`src/design/mtrp_pkg.sv`:
```
// Shared types and constants for the Modbus TCP response parser.
package mtrp_pkg;

  localparam int unsigned HEADER_BYTES = 6;
  localparam logic [7:0]  CODE_MASK    = 8'h7f;

  // Register indexes on the configuration channel
  localparam logic [1:0] REG_UNIT     = 2'd0;
  localparam logic [1:0] REG_FUNCTION = 2'd1;
  localparam logic [1:0] REG_LENGTH   = 2'd2;

  typedef enum logic [1:0] {
    KIND_BYTE,
    KIND_START,
    KIND_FAIL
  } kind_t;

  typedef enum logic [2:0] {
    PH_IDLE,
    PH_HEADER,
    PH_UNIT,
    PH_FUNC,
    PH_COUNT,
    PH_DATA
  } phase_t;

  typedef enum logic [2:0] {
    ST_OK        = 3'd0,
    ST_UNIT      = 3'd1,
    ST_FUNCTION  = 3'd2,
    ST_READFAIL  = 3'd3,
    ST_EXCEPTION = 3'd4
  } status_t;

  typedef struct packed {
    kind_t      kind;
    logic [7:0] data;
  } item_t;

  typedef struct packed {
    logic [7:0] expected_unit;
    logic [6:0] expected_function;
    logic [7:0] fixed_length;
  } cfg_t;

  typedef struct packed {
    logic       data_valid;
    logic [7:0] payload_byte;
    logic       done_res;
    status_t    status;
    logic [7:0] function_seen;
  } res_t;

endpackage

```
`src/design/mtrp_front.sv`:
```
// Input side: takes beats and tags each one as a byte, a frame start or a read failure.
module mtrp_front (
  input  logic               in_tvalid,
  output logic               in_tready,
  input  logic [7:0]         in_tdata,
  input  logic [1:0]         in_tuser,
  output logic               push,
  output mtrp_pkg::item_t    push_item,
  input  logic               queue_ready
);

  assign in_tready = queue_ready;
  assign push      = in_tvalid && queue_ready;

  // operation (tuser[0]) wins over frame_start (tuser[1])
  always_comb begin
    push_item.data = in_tdata;
    if (in_tuser[0]) begin
      push_item.kind = mtrp_pkg::KIND_FAIL;
    end else if (in_tuser[1]) begin
      push_item.kind = mtrp_pkg::KIND_START;
    end else begin
      push_item.kind = mtrp_pkg::KIND_BYTE;
    end
  end

endmodule

```
`src/design/mtrp_fifo.sv`:
```
// Short queue of classified items between the input side and the parser.
module mtrp_fifo #(
  parameter int unsigned DEPTH = 4
) (
  input  logic             clk,
  input  logic             rst_n,
  input  logic             push,
  input  mtrp_pkg::item_t  push_item,
  output logic             push_ready,
  input  logic             pop,
  output logic             pop_valid,
  output mtrp_pkg::item_t  pop_item
);

  localparam int unsigned PW = (DEPTH > 1) ? $clog2(DEPTH) : 1;
  localparam int unsigned CW = $clog2(DEPTH + 1);
  localparam logic [PW-1:0] LAST = PW'(DEPTH - 1);
  localparam logic [CW-1:0] FULL = CW'(DEPTH);

  mtrp_pkg::item_t mem_r [DEPTH];
  logic [PW-1:0]   wr_ptr_r, wr_ptr_nxt;
  logic [PW-1:0]   rd_ptr_r, rd_ptr_nxt;
  logic [CW-1:0]   count_r, count_nxt;

  assign push_ready = (count_r != FULL);
  assign pop_valid  = (count_r != '0);
  assign pop_item   = mem_r[rd_ptr_r];

  always_comb begin
    wr_ptr_nxt = wr_ptr_r;
    rd_ptr_nxt = rd_ptr_r;
    count_nxt  = count_r;
    if (push) begin
      wr_ptr_nxt = (wr_ptr_r == LAST) ? '0 : wr_ptr_r + 1'b1;
    end
    if (pop) begin
      rd_ptr_nxt = (rd_ptr_r == LAST) ? '0 : rd_ptr_r + 1'b1;
    end
    if (push && !pop) begin
      count_nxt = count_r + 1'b1;
    end else if (pop && !push) begin
      count_nxt = count_r - 1'b1;
    end
  end

  always_ff @(posedge clk) begin
    if (!rst_n) begin
      wr_ptr_r <= '0;
      rd_ptr_r <= '0;
      count_r  <= '0;
    end else begin
      wr_ptr_r <= wr_ptr_nxt;
      rd_ptr_r <= rd_ptr_nxt;
      count_r  <= count_nxt;
    end
  end

  always_ff @(posedge clk) begin
    if (push) begin
      mem_r[wr_ptr_r] <= push_item;
    end
  end

endmodule

```
`src/design/mtrp_back.sv`:
```
// Parser state machine: walks header, unit, function, count and payload; drives the result register.
module mtrp_back (
  input  logic             clk,
  input  logic             rst_n,
  input  mtrp_pkg::cfg_t   cfg,
  input  logic             item_valid,
  input  mtrp_pkg::item_t  item,
  output logic             pop,
  output logic             res_valid,
  input  logic             res_ready,
  output mtrp_pkg::res_t   res
);

  mtrp_pkg::phase_t phase_r, phase_nxt;
  logic [2:0]       hdr_cnt_r, hdr_cnt_nxt;
  logic [7:0]       left_r, left_nxt;
  logic [7:0]       func_r, func_nxt;
  logic             res_valid_r, res_valid_nxt;
  mtrp_pkg::res_t   res_r, res_nxt;
  logic             fire;
  logic             emit_dv;
  logic [7:0]       emit_byte;
  logic             emit_done;
  mtrp_pkg::status_t emit_st;

  assign pop       = item_valid && (!res_valid_r || res_ready);
  assign res_valid = res_valid_r;
  assign res       = res_r;

  always_comb begin
    phase_nxt   = phase_r;
    hdr_cnt_nxt = hdr_cnt_r;
    left_nxt    = left_r;
    func_nxt    = func_r;
    fire        = 1'b0;
    emit_dv     = 1'b0;
    emit_byte   = '0;
    emit_done   = 1'b0;
    emit_st     = mtrp_pkg::ST_OK;
    if (pop) begin
      case (item.kind)
        mtrp_pkg::KIND_FAIL: begin
          if (phase_r != mtrp_pkg::PH_IDLE) begin
            phase_nxt = mtrp_pkg::PH_IDLE;
            fire      = 1'b1;
            emit_done = 1'b1;
            emit_st   = mtrp_pkg::ST_READFAIL;
          end
        end
        mtrp_pkg::KIND_START: begin
          func_nxt    = '0;
          left_nxt    = '0;
          hdr_cnt_nxt = 3'd1;
          phase_nxt   = mtrp_pkg::PH_HEADER;
        end
        mtrp_pkg::KIND_BYTE: begin
          case (phase_r)
            mtrp_pkg::PH_HEADER: begin
              hdr_cnt_nxt = hdr_cnt_r + 3'd1;
              if (hdr_cnt_nxt >= 3'(mtrp_pkg::HEADER_BYTES)) begin
                phase_nxt = mtrp_pkg::PH_UNIT;
              end
            end
            mtrp_pkg::PH_UNIT: begin
              if (item.data != cfg.expected_unit) begin
                phase_nxt = mtrp_pkg::PH_IDLE;
                fire      = 1'b1;
                emit_done = 1'b1;
                emit_st   = mtrp_pkg::ST_UNIT;
              end else begin
                phase_nxt = mtrp_pkg::PH_FUNC;
              end
            end
            mtrp_pkg::PH_FUNC: begin
              func_nxt = item.data;
              // exception frames must still echo the code in the low bits
              if ((item.data & mtrp_pkg::CODE_MASK) != {1'b0, cfg.expected_function}) begin
                phase_nxt = mtrp_pkg::PH_IDLE;
                fire      = 1'b1;
                emit_done = 1'b1;
                emit_st   = mtrp_pkg::ST_FUNCTION;
              end else if (item.data[7]) begin
                left_nxt  = 8'd1;
                phase_nxt = mtrp_pkg::PH_DATA;
              end else if (cfg.fixed_length != '0) begin
                left_nxt  = cfg.fixed_length;
                phase_nxt = mtrp_pkg::PH_DATA;
              end else begin
                phase_nxt = mtrp_pkg::PH_COUNT;
              end
            end
            mtrp_pkg::PH_COUNT: begin
              left_nxt  = item.data;
              fire      = 1'b1;
              emit_dv   = 1'b1;
              emit_byte = item.data;
              if (item.data == '0) begin
                phase_nxt = mtrp_pkg::PH_IDLE;
                emit_done = 1'b1;
              end else begin
                phase_nxt = mtrp_pkg::PH_DATA;
              end
            end
            mtrp_pkg::PH_DATA: begin
              fire      = 1'b1;
              emit_dv   = 1'b1;
              emit_byte = item.data;
              if (left_r <= 8'd1) begin
                left_nxt  = '0;
                phase_nxt = mtrp_pkg::PH_IDLE;
                emit_done = 1'b1;
                emit_st   = func_r[7] ? mtrp_pkg::ST_EXCEPTION : mtrp_pkg::ST_OK;
              end else begin
                left_nxt = left_r - 8'd1;
              end
            end
            default: begin
              // idle: stray bytes are dropped until a frame start
              phase_nxt = mtrp_pkg::PH_IDLE;
            end
          endcase
        end
        default: begin
          phase_nxt = phase_r;
        end
      endcase
    end

    res_nxt.data_valid    = emit_dv;
    res_nxt.payload_byte  = emit_byte;
    res_nxt.done_res      = emit_done;
    res_nxt.status        = emit_st;
    res_nxt.function_seen = func_nxt;

    if (res_valid_r && !res_ready) begin
      res_valid_nxt = 1'b1;
    end else begin
      res_valid_nxt = pop && fire;
    end
  end

  always_ff @(posedge clk) begin
    if (!rst_n) begin
      phase_r     <= mtrp_pkg::PH_IDLE;
      hdr_cnt_r   <= '0;
      left_r      <= '0;
      func_r      <= '0;
      res_valid_r <= 1'b0;
    end else begin
      phase_r     <= phase_nxt;
      hdr_cnt_r   <= hdr_cnt_nxt;
      left_r      <= left_nxt;
      func_r      <= func_nxt;
      res_valid_r <= res_valid_nxt;
    end
  end

  always_ff @(posedge clk) begin
    if (pop && fire) begin
      res_r <= res_nxt;
    end
  end

endmodule

```
`src/design/modbus_tcp_response_parser.sv`:
```
// Modbus TCP response parser: one received byte per beat in, payload bytes and status out.
//
// Input channel (in_*): one beat per received byte. in_tuser[0] flags a link read
// failure, in_tuser[1] marks the first header byte of a new response.
// Output channel (out_*): one beat per count, data or exception byte, and one beat
// for a frame that ends in error. out_tlast marks the final beat of a response and
// carries its status; out_tuser is set when out_tdata holds a payload byte.
// Configuration channel (cfg_*): index 0 expected unit, 1 expected function,
// 2 fixed length (zero selects a byte-count byte). Write only while idle; other
// indexes are ignored. cfg_ready is always high.
// Throughput: one beat per cycle on both sides while out_tready stays high. An
// accepted input beat enters the item queue, and the parser step then pops it and
// loads the output register; a stalled output register or earlier queued items
// keep it waiting in the queue.
// When the receiver stalls, the output register holds and the queue
// (FIFO_DEPTH entries) absorbs input before in_tready drops.
// Reset returns the parser to idle, empties the queue and clears out_tvalid;
// registers return to unit 0, function 3, fixed length 0.
module modbus_tcp_response_parser #(
  parameter int unsigned FIFO_DEPTH = 4
) (
  input  logic        clk,
  input  logic        rst_n,
  input  logic        in_tvalid,
  output logic        in_tready,
  input  logic [7:0]  in_tdata,   // [7:0] rx_byte
  input  logic [1:0]  in_tuser,   // [0] operation, [1] frame_start
  output logic        out_tvalid,
  input  logic        out_tready,
  output logic [23:0] out_tdata,  // [7:0] payload_byte, [10:8] status, [18:11] function_seen
  output logic        out_tuser,  // [0] data_valid
  output logic        out_tlast,  // done_res
  input  logic        cfg_valid,
  output logic        cfg_ready,
  input  logic [1:0]  cfg_index,
  input  logic [7:0]  cfg_data
);

  mtrp_pkg::cfg_t  cfg_r;
  mtrp_pkg::item_t push_item;
  mtrp_pkg::item_t pop_item;
  mtrp_pkg::res_t  res;
  logic            push;
  logic            push_ready;
  logic            pop;
  logic            pop_valid;

  assign cfg_ready = 1'b1;

  always_ff @(posedge clk) begin
    if (!rst_n) begin
      cfg_r.expected_unit     <= 8'd0;
      cfg_r.expected_function <= 7'd3;
      cfg_r.fixed_length      <= 8'd0;
    end else if (cfg_valid) begin
      case (cfg_index)
        mtrp_pkg::REG_UNIT:     cfg_r.expected_unit     <= cfg_data;
        mtrp_pkg::REG_FUNCTION: cfg_r.expected_function <= cfg_data[6:0];
        mtrp_pkg::REG_LENGTH:   cfg_r.fixed_length      <= cfg_data;
        default: begin
        end
      endcase
    end
  end

  mtrp_front u_front (
    .in_tvalid   (in_tvalid),
    .in_tready   (in_tready),
    .in_tdata    (in_tdata),
    .in_tuser    (in_tuser),
    .push        (push),
    .push_item   (push_item),
    .queue_ready (push_ready)
  );

  mtrp_fifo #(
    .DEPTH (FIFO_DEPTH)
  ) u_fifo (
    .clk        (clk),
    .rst_n      (rst_n),
    .push       (push),
    .push_item  (push_item),
    .push_ready (push_ready),
    .pop        (pop),
    .pop_valid  (pop_valid),
    .pop_item   (pop_item)
  );

  mtrp_back u_back (
    .clk        (clk),
    .rst_n      (rst_n),
    .cfg        (cfg_r),
    .item_valid (pop_valid),
    .item       (pop_item),
    .pop        (pop),
    .res_valid  (out_tvalid),
    .res_ready  (out_tready),
    .res        (res)
  );

  assign out_tdata = {5'd0, res.function_seen, res.status, res.payload_byte};
  assign out_tuser = res.data_valid;
  assign out_tlast = res.done_res;

endmodule

```
`config.mk`:
```
export PLATFORM = sky130hd
export DESIGN_NAME = modbus_tcp_response_parser
export DESIGN_NICKNAME = d
export VERILOG_FILES = /design/src/design/mtrp_pkg.sv /design/src/design/mtrp_front.sv /design/src/design/mtrp_fifo.sv /design/src/design/mtrp_back.sv /design/src/design/modbus_tcp_response_parser.sv
export SDC_FILE = /design/constraint.sdc
export NUM_CORES = 1
export LEC_CHECK = 0
export BUFFER_PORTS_ARGS = -buffer_cell sky130_fd_sc_hd__buf_2
export CAP_MARGIN = 25
export CORE_ASPECT_RATIO = 0.7
export CORE_MARGIN = 1.5
export CORE_UTILIZATION = 30
export DETAILED_ROUTE_END_ITERATION = 7
export SYNTH_ARGS = -nofsm -noshare
export SYNTH_HDL_FRONTEND = slang
export SYNTH_SLANG_ARGS = --single-unit
```
`constraint.sdc`:
```
create_clock -name clk -period 8.45 [get_ports clk]
set_input_delay 1.2675 -clock clk [delete_from_list [all_inputs] [get_ports clk]]
set_output_delay 1.2675 -clock clk [all_outputs]
set_load 0.005 [all_outputs]
```
* Word level (Yosys, flattened, before mapping)
Memory sizes are Yosys's and may differ from the RTL's. A register that Yosys moved wholly into a read port is not among the register bits. Index checks and enable logic that the tools add are counted.
Word-level totals: flip-flop bits (word level) 74, latch bits 0, memory bits (writable) 40, bits in read-only memories 0, output and inout port bits 29, word-level logic and storage cells 125, memories 1
Memories:
- u_fifo.mem_r | depth 4, bits a word 10, read ports 1, clocked after memory_dff 1, wr ports 1, RTL line mtrp_fifo.sv:20 | mtrp_pkg::item_t mem_r [DEPTH];
Operators by class: $add $sub $neg 6, multipliers 0, divide/modulo/power cells 0, order comparisons 2, equality and inequality tests 21, shift operators 0, muxes and demuxes 50, bitwise logic cells 0, reductions and logical operators 29
Operators by type and width (number):
- $mux 8 | 6
- $mux 3 | 11
- $pmux 8 s2 | 2
- $pmux 8 s3 | 1
- $pmux 3 s3 | 2
- $mux 2 | 8
- $pmux 3 s5 | 1
- $mux 1 | 13
- $pmux 3 s2 | 2
- $reduce_and 5->1 | 2
- $reduce_bool 3->1 | 3
- $eq 2x2->1 const B | 4
- $le 8x1->1 const B | 1
- $logic_not 8->1 | 1
- $ne 8x8->1 | 1
- $reduce_and 2->1 | 4
- $reduce_bool 8->1 | 1
- $sub 8x1->8 const B | 1
- $ne 7x7->1 | 1
- $add 3x1->3 const B | 2
- $eq 3x2->1 const B | 2
- $eq 3x3->1 const B | 2
- $logic_and 1x1->1 | 6
- $ne 3x2->1 const B | 2
- 19 further kinds | 29

* Depth between registers and ports, before layout
Gate-level depths: netlist of the first run.
depth after elaboration 7, mapped depth 10, mapped depth without buffers 10

* Cells and area by module
A second synthesis of the first run with hierarchy kept.
Second synthesis, totals: cell total of the unflattened synthesis 467, area, all modules 5457.7 um^2
By module, submodules not included:
- mtrp_back | times used 1, cells an instance 262, area each 2529.9 um^2, sequential area each 1091.0 um^2
- mtrp_fifo | times used 1, cells an instance 97, area each 1901.8 um^2, sequential area each 1381.3 um^2
- modbus_tcp_response_parser | times used 1, cells an instance 96, area each 930.9 um^2, sequential area each 460.4 um^2
- mtrp_front | times used 1, cells an instance 12, area each 95.1 um^2, sequential area each 0.0 um^2

* Least setup slack after synthesis of the first run
OpenSTA, ideal clock, no wires.
path kind in2reg, start point input port out_tready, end point register u_fifo.count_r[2], setup time 0.076 ns, arrival time 3.065 ns, setup slack 5.309 ns, stages 9, buffers on the path 1, cells stage by stage nand2b_1 > o31ai_1 > clkbuf_1 > ha_1 > inv_1 > fa_1 > xor2_1 > or3_1 > a21boi_0
Between the ends: word-level cells in the longest chain between the ends 5, elaborated cells on any way between the ends 7, classes of those cells mux: 1; reduce/logical: 6
Ends and longest elaborated chain:
- start: declaration | RTL line modbus_tcp_response_parser.sv:29 | input logic out_tready,
- $logic_or 1x1->1 * | RTL line mtrp_back.sv:26 | assign pop = item_valid && (!res_valid_r || res_ready);
- $logic_and 1x1->1 * | RTL line mtrp_back.sv:26
- $logic_not 1->1 | RTL line mtrp_fifo.sv:39 | if (push && !pop) begin
- $logic_and 1x1->1 | RTL line mtrp_fifo.sv:39
- $mux 3 or $reduce_bool 2->1 (tied branches)
- end signal: assignment | RTL line mtrp_fifo.sv:54 | count_r <= count_nxt;
- end: declaration | RTL line mtrp_fifo.sv:23 | logic [CW-1:0] count_r, count_nxt;
Every way passes the cells marked *; elsewhere a longest branch is shown, timed or not. A chain may end at the register's enable or synchronous reset.

==> run_results.csv, run 1 <==
group,metric,value,unit
floorplan,die_w,161.4,um
sta,hold_viol,0,
worst_setup_path,cp-start-kind,"flip-flop",
routing,vias,3572,
layout,drive_above_1_share,18.64,%
sta,fin_crit_sh,41.21,%
clock_tree,clk_pin_slew,0.05,ns
sta,rsz0062_at_grt,"false",
clock_tree,root_buffer,"clkbuf_16",
pwr,power.switching,558.7,uW
worst_hold_path,holdPathStages,2,
pwr,p_leak,2.469,nW
logic_synthesis,syn_area_per_cell,12.00,um2
placement,dp_cells,697,
logic_synthesis,ys_types,61,
routing,via_per_inst,4.893,
logic_synthesis,netlist_area,5269,um2
floorplan,dieHeight,113.9,um
logic_synthesis,synth_edf_count,61,
pwr,p_seq_share,38.1,%
routing,drt_pass1_iterations,5,
worst_setup_path,critical_path_class,"reg -> reg",
floorplan,core-area,17170,um2
sta,fin_skew,0.01165,ns
logic_synthesis,synthFlopType,"edfxtp_1",
routing,drtAntennaViolNets,0,
job,cap_violations,0,
layout,num-fill-cells,1685,
clock_tree,hold_buffers,0,
grt,grt_max_degree,61,
worst_setup_path,crit_required,8.81,ns
worst_setup_path,end_kind,"flip-flop",
placement,routabilityCongestion,0.8721,
clock_tree,cts_resized,0,
floorplan,io_pins,54,
layout,instances_no_fill,730,
worst_hold_path,hp-class,"reg -> reg",
logic_synthesis,ys_ff_latch,116,
grt,antenna_found_initial,0,
worst_setup_path,rr_endpoint,"u_back.left_r[4]$_SDFFE_PN0P_",
layout,final_cell_mix,"61 x edfxtp_1, 55 x dfxtp_1, 47 x buf_2",
sta,fin_tns_setup,0,ns
pwr,p_clk_share,38.3,%
clock_tree,cts_tree,"yes",
worst_hold_path,holdPathEnd,"u_back.left_r[7]$_SDFFE_PN0P_",
sta,max_clock_freq,287.1,MHz
sta,drv_slew,0,
worst_setup_path,reg2reg_slack,4.97,ns
floorplan,rows,40,
outcome,status,"completed",
sta,min_period,3.483,ns
logic_synthesis,ys_seq_area_share,55.66,%
grt,grt-ovfl-total,0,
worst_hold_path,timing.hold.worst.start,"u_back.left_r[7]$_SDFFE_PN0P_",
routing,routed_wl,12340,um
pwr,p_comb_share,23.6,%
pwr,internal-power,1.237,mW
clock_tree,cts_buffers,17,
layout,layout_commonest_cell,"edfxtp_1",
clock_tree,numClockSinks,116,
routing,drcViolationCount,0,
floorplan,die_area,18380,um2
grt,first_global_vias,3538,
pwr,vdd_drop_max,154.7,uV
sta,setup_viol,0,
floorplan,start_util,30.69,%
worst_setup_path,cp.arrival,3.84,ns
grt,grt_pass1_wl,19510,um
grt,grt.total_usage,14.27,%
placement,dp_hpwl,8696,um
routing,routedWlPerCell,16.91,um
clock_tree,cts_max_level,4,
layout,area_growth,19.40,%
pwr,pwr_density_cell,285.5,nW/um2
clock_tree,clkLatencyLatePin,0.42,ns
worst_setup_path,reg2regPathDepth,6,
placement,io_buffers,47,
worst_setup_path,worst-path-max-fanout,14,
sta,max_slew_margin,37.49,%
layout,diodes,0,
clock_tree,cts_setup_buffers,0,
clock_tree,cts.path.max_buffers,2,
logic_synthesis,yosysWarnings,0,
routing,drt-initial-drc-count,316,
pwr,switching_share,31.11,%
logic_synthesis,netlist_instances,439,
sta,worst_pin_slew,0.9377,ns
logic_synthesis,async_reset_ff_share,0,%
layout,nets,522,
through the flow:
step	util, %	power, mW	hold slack [ns]	instance area, um2	setup WS [ns]
3_3_place_gp	33.16	1.104	0.4688	5692	5.054
5_1_grt	36.65	1.887	0.5214	6291	4.698
3_5_place_dp	33.16	1.117	0.4859	5692	4.947
6_report	36.65	1.796	0.4894	6291	4.967
2_1_floorplan	-	0.9975	0.4568	5284	5.309
4_1_cts	36.50	1.810	0.4931	6266	4.964
metal layers:
metal | routed length (um) | track usage (%) | vias to the layer above | share of wire [%]
met5 | 0 | 0 | - | 0
met4 | 152 | 6.296 | 0 | 1.2
met3 | 561 | 3.636 | 10 | 4.5
met2 | 5425 | 20.26 | 97 | 44
met1 | 6201 | 20.41 | 1757 | 50
li1 | - | - | 1708 | -
cells in the mapped netlist (all sizes together) (3+ instances only):
| library cell | count | area, um2 |
|---|---|---|
| ha | 10 | 125.1 |
| a32o | 4 | 40.04 |
| dfxtp | 55 | 1101 |
| nor3 | 12 | 60.06 |
| nand3b | 3 | 22.52 |
| a21oi | 6 | 30.03 |
| nand4 | 3 | 18.77 |
| nand2b | 4 | 25.02 |
| nand3 | 9 | 45.04 |
| mux4 | 10 | 232.7 |
| or4 | 5 | 41.29 |
| a22o | 8 | 70.07 |
| a22oi | 4 | 30.03 |
| a21boi | 4 | 30.02 |
| o21ai | 18 | 93.84 |
| nor2b | 29 | 181.4 |
| o31ai | 3 | 22.52 |
| nor3b | 6 | 45.04 |
| clkbuf | 18 | 67.56 |
| buf | 9 | 71.31 |
| inv | 10 | 37.54 |
| and2 | 12 | 75.07 |
| nor2 | 18 | 70.07 |
| nand2 | 23 | 86.33 |
| mux2i | 28 | 280.3 |
| o21a | 5 | 37.54 |
| xnor2 | 20 | 175.2 |
| edfxtp | 61 | 1832 |
| and3 | 12 | 75.07 |
state kept, by name, summed over array words and instances (netlist names), named ones only:
signal / cells
u_back.left_r: 8
u_back.res: 21
u_fifo.wr_ptr_r: 2
u_fifo.rd_ptr_r: 2
u_fifo.count_r: 3
u_back.func_r: 8
u_back.res_valid: 1
u_fifo.mem_r: 40
cfg_r: 23
u_back.phase_r: 3
u_back.hdr_cnt_r: 3
logic make-up (layout without fill, tap and decap cells):
kind of cell               Yosys count  after routing  share of synthesized area [%]
AOI/OAI and AO/OA                   69             69                          9.452
xor gates and xnor gates            22             22                          3.657
adders and majority gates           11             11                          2.755
buffers and inverters               37             93                          3.348
DFF                                116            116                          55.66
muxes                               38             38                          9.736
other                                2              6                         0.1425
and+or+nand+nor                    144            144                          15.25
power by group through the flow:
stage	sequential (mW)	clock (mW)	combinational (mW)
CTS	0.687	0.701	0.423
global placement	0.696	0	0.408
global route	0.693	0.729	0.465
floorplan	0.663	0	0.335
detailed placement	0.698	0	0.419
finish	0.685	0.687	0.424
critical path: stages (launching register included):
cell and delay [ns]:
dfxtp_1 0.74, mux4_1 0.83, or2_1 0.39, nor2_1 0.74, nand3_1 0.23, nor2b_1 0.32, a32o_1 0.17
worst max path at each step:
| stage | start | endpoint | slack, ns | depth (start not counted) |
|---|---|---|---|---|
| 2_1_floorplan | out_tready | u_fifo.count_r[2]$_SDFFE_PN0P_ | 5.31 | 9 |
| 3_3_place_gp | out_tready | u_back.res[10]$_SDFFCE_PN0P_ | 5.05 | 7 |
| 3_5_place_dp | out_tready | u_back.res[16]$_SDFFCE_PN0P_ | 4.95 | 7 |
| 4_1_cts | flip-flop | u_back.res[14]$_SDFFCE_PN0P_ | 4.96 | 6 |
| 5_1_grt | flip-flop | u_back.left_r[5]$_SDFFE_PN0P_ | 4.70 | 6 |
| 6_report | flip-flop | u_back.left_r[4]$_SDFFE_PN0P_ | 4.97 | 6 |
area by class of cell:
cell class | count | area (um2) | share of cell area, %
clock buffers | 18 | 439.2 | 6.981
clock inverters | 14 | 135.1 | 2.148
inverters | 10 | 37.54 | 0.5967
multi-input cells | 290 | 2175 | 34.57
flip-flops and latches | 116 | 2933 | 46.62
well taps | 231 | 289.0 | 4.594
repair buffers | 51 | 282.8 | 4.495
Power figures use the tool's default switching activity.
==> run 2, diff against run 1 <==
==> constraint.sdc (replaced) <==
create_clock -name clk -period 3.11 [get_ports clk]
set_input_delay 0.4665 -clock clk [delete_from_list [all_inputs] [get_ports clk]]
set_output_delay 0.4665 -clock clk [all_outputs]
set_load 0.005 [all_outputs]
==> run 2 against run 1 <==
Net effect:
- critical path depth increased by 1
- worst hold slack worse by 0.22 ns
- fmax increased by 18%
- routed wire length grew 5.9%
- count of clock-buffer cells in the layout grew 2
- non-clock buffer count up 12
- largest cell class unchanged
- combinational power increased to 2.9 times the previous value
- critical path type unchanged
==> run_results.csv, run 2 (synthesized netlist as in run 1, its figures left out) <==
group,metric,value,unit
sta,setup_viol,0,
routing,routedWlPerCell,17.64,um
worst_setup_path,crit_family,"compound AO/OA/AOI/OAI gates",
grt,grt.total_usage,14.76,%
grt,antenna_found_initial,1,
layout,instances_no_fill,741,
floorplan,io_pins,54,
routing,via_per_inst,5.050,
layout,num-fill-cells,1651,
sta,drv_slew,0,
floorplan,rows,40,
layout,largest_reg_flops,40,
routing,vias,3742,
pwr,p_leak,2.518,nW
layout,diodes,0,
job,cap_violations,0,
sta,fin_crit_sh,95.02,%
clock_tree,hold_buffers,0,
floorplan,core-area,17170,um2
sta,worst_pin_slew,0.7104,ns
sta,min_period,2.955,ns
worst_setup_path,reg2reg_slack,0.15,ns
pwr,pwr_density_cell,769.5,nW/um2
worst_setup_path,crit_required,3.24,ns
worst_setup_path,critPathMaxStageDelay,0.61,ns
clock_tree,clkLatencyLatePin,0.42,ns
layout,top_register,"u_fifo.mem_r",
routing,drtAntennaViolNets,0,
layout,drive_above_1_share,20.39,%
clock_tree,cts_max_level,4,
placement,dpl_worst_slack,-0.02233,ns
worst_setup_path,path_cells,"buf_4 -> mux4_2 -> xnor2_1 -> nand4_1 -> o21ai_0 -> nand2_1 -> o31a_4",
sta,fin_tns_setup,0,ns
pwr,power,4.884,mW
placement,io_buffers,47,
clock_tree,cts_tree,"yes",
clock_tree,cts.path.max_buffers,2,
grt,grt_pass1_wl,20280,um
worst_setup_path,crit_slowest_cell,"mux4_2",
placement,routabilityCongestion,0.8587,
worst_setup_path,end_kind,"flip-flop",
layout,finish.instance_area,6347,um2
placement,place_area,5774,um2
clock_tree,root_buffer,"clkbuf_16",
clock_tree,clk_pin_slew,0.05,ns
layout,layout_commonest_cell,"edfxtp_1",
worst_setup_path,worst-path-max-fanout,21,
worst_setup_path,critical_path_class,"reg -> reg",
layout,final_util,36.98,%
floorplan,start_util,30.69,%
placement,dp_hpwl,9490,um
worst_hold_path,hp-class,"in -> reg",
grt,grt_max_degree,60,
grt,first_global_vias,3629,
pwr,vdd_drop_max,494.8,uV
sta,hold_viol,0,
sta,max_slew_margin,52.23,%
routing,drt_pass1_iterations,5,
sta,worst_slack,0.1549,ns
sta,whs,0.2696,ns
worst_setup_path,cp.arrival,3.09,ns
floorplan,die_area,18380,um2
layout,final_cell_mix,"61 x edfxtp_1, 55 x dfxtp_1, 47 x buf_2",
sta,rsz0062_at_grt,"false",
outcome,status,"completed",
clock_tree,cts_buffers,17,
floorplan,die_w,161.4,um
floorplan,dieHeight,113.9,um
placement,dp_cells,708,
routing,drcViolationCount,0,
routing,routed_wl,13070,um
sta,max_clock_freq,338.4,MHz
worst_setup_path,cp_num_buf_inv,1,
worst_setup_path,cp-start-kind,"flip-flop",
sta,fin_skew,0.007087,ns
clock_tree,numClockSinks,116,
layout,area_growth,20.47,%
layout,nets,534,
routing,drt-initial-drc-count,310,
grt,grt-ovfl-total,0,
run 2: cell count changes in the layout (fill, tap and decap cells not counted), sizes merged:
cell / delta
buf: +13
clkinvlp: -1
clkbuf: +1
inv: -1
clkinv: -1
run 2: repair_timing:
| item | 4_1_cts | 5_1_grt |
|---|---|---|
| pin swaps | 0 | 1 |
| gates resized for setup | 1 | 1 |
| buffers inserted | 0 | 2 |
| endpoints found under the setup margin | 21 | 21 |
run 2: worst register-to-register path, delay by kind of cell (launching register included):
kind                      cells  cell delay, ns
DFF                           1            0.45
AOI/OAI and AO/OA             2            0.84
and+or+nand+nor               2            0.34
xor gates and xnor gates      1            0.21
buffers and inverters         1            0.22
muxes                         1            0.61
run 2: path summary, 6_finish.rpt:
check                                                 startpoint                               end  cells after the start
worst max-delay path                                   flip-flop      u_back.res[10]$_SDFFCE_PN0P_                      7
worst min-delay path                                 in_tdata[5]      u_fifo.mem_r[3][5]$_DFFE_PP_                      1
worst max register to register                         flip-flop      u_back.res[10]$_SDFFCE_PN0P_                      7
worst min register to register  u_back.hdr_cnt_r[0]$_SDFFE_PN0P_  u_back.hdr_cnt_r[0]$_SDFFE_PN0P_                      1
run 2: power by group:
part	internal, mW	switching [mW]
combinational	0.505	0.710
sequential	1.72	0.110
clock	1.16	0.674
total	3.39	1.49
run 2: area by class of cell:
class,count,area (um2),area share (%)
clock inverters,11,112.6,1.774
clock buffers,20,436.7,6.880
well taps,231,289.0,4.554
flip-flops and latches,116,2933,46.21
multi-input cells,290,2183,34.40
repair buffers,63,355.3,5.598
inverters,10,37.54,0.5914
run 2: metal layers:
layer	track usage (%)	up-vias	share of wire, %
li1	-	1721	-
met1	19.61	1844	44
met2	22.35	151	46
met5	0	-	0.092
met4	6.481	2	1.7
met3	4.364	24	7.9
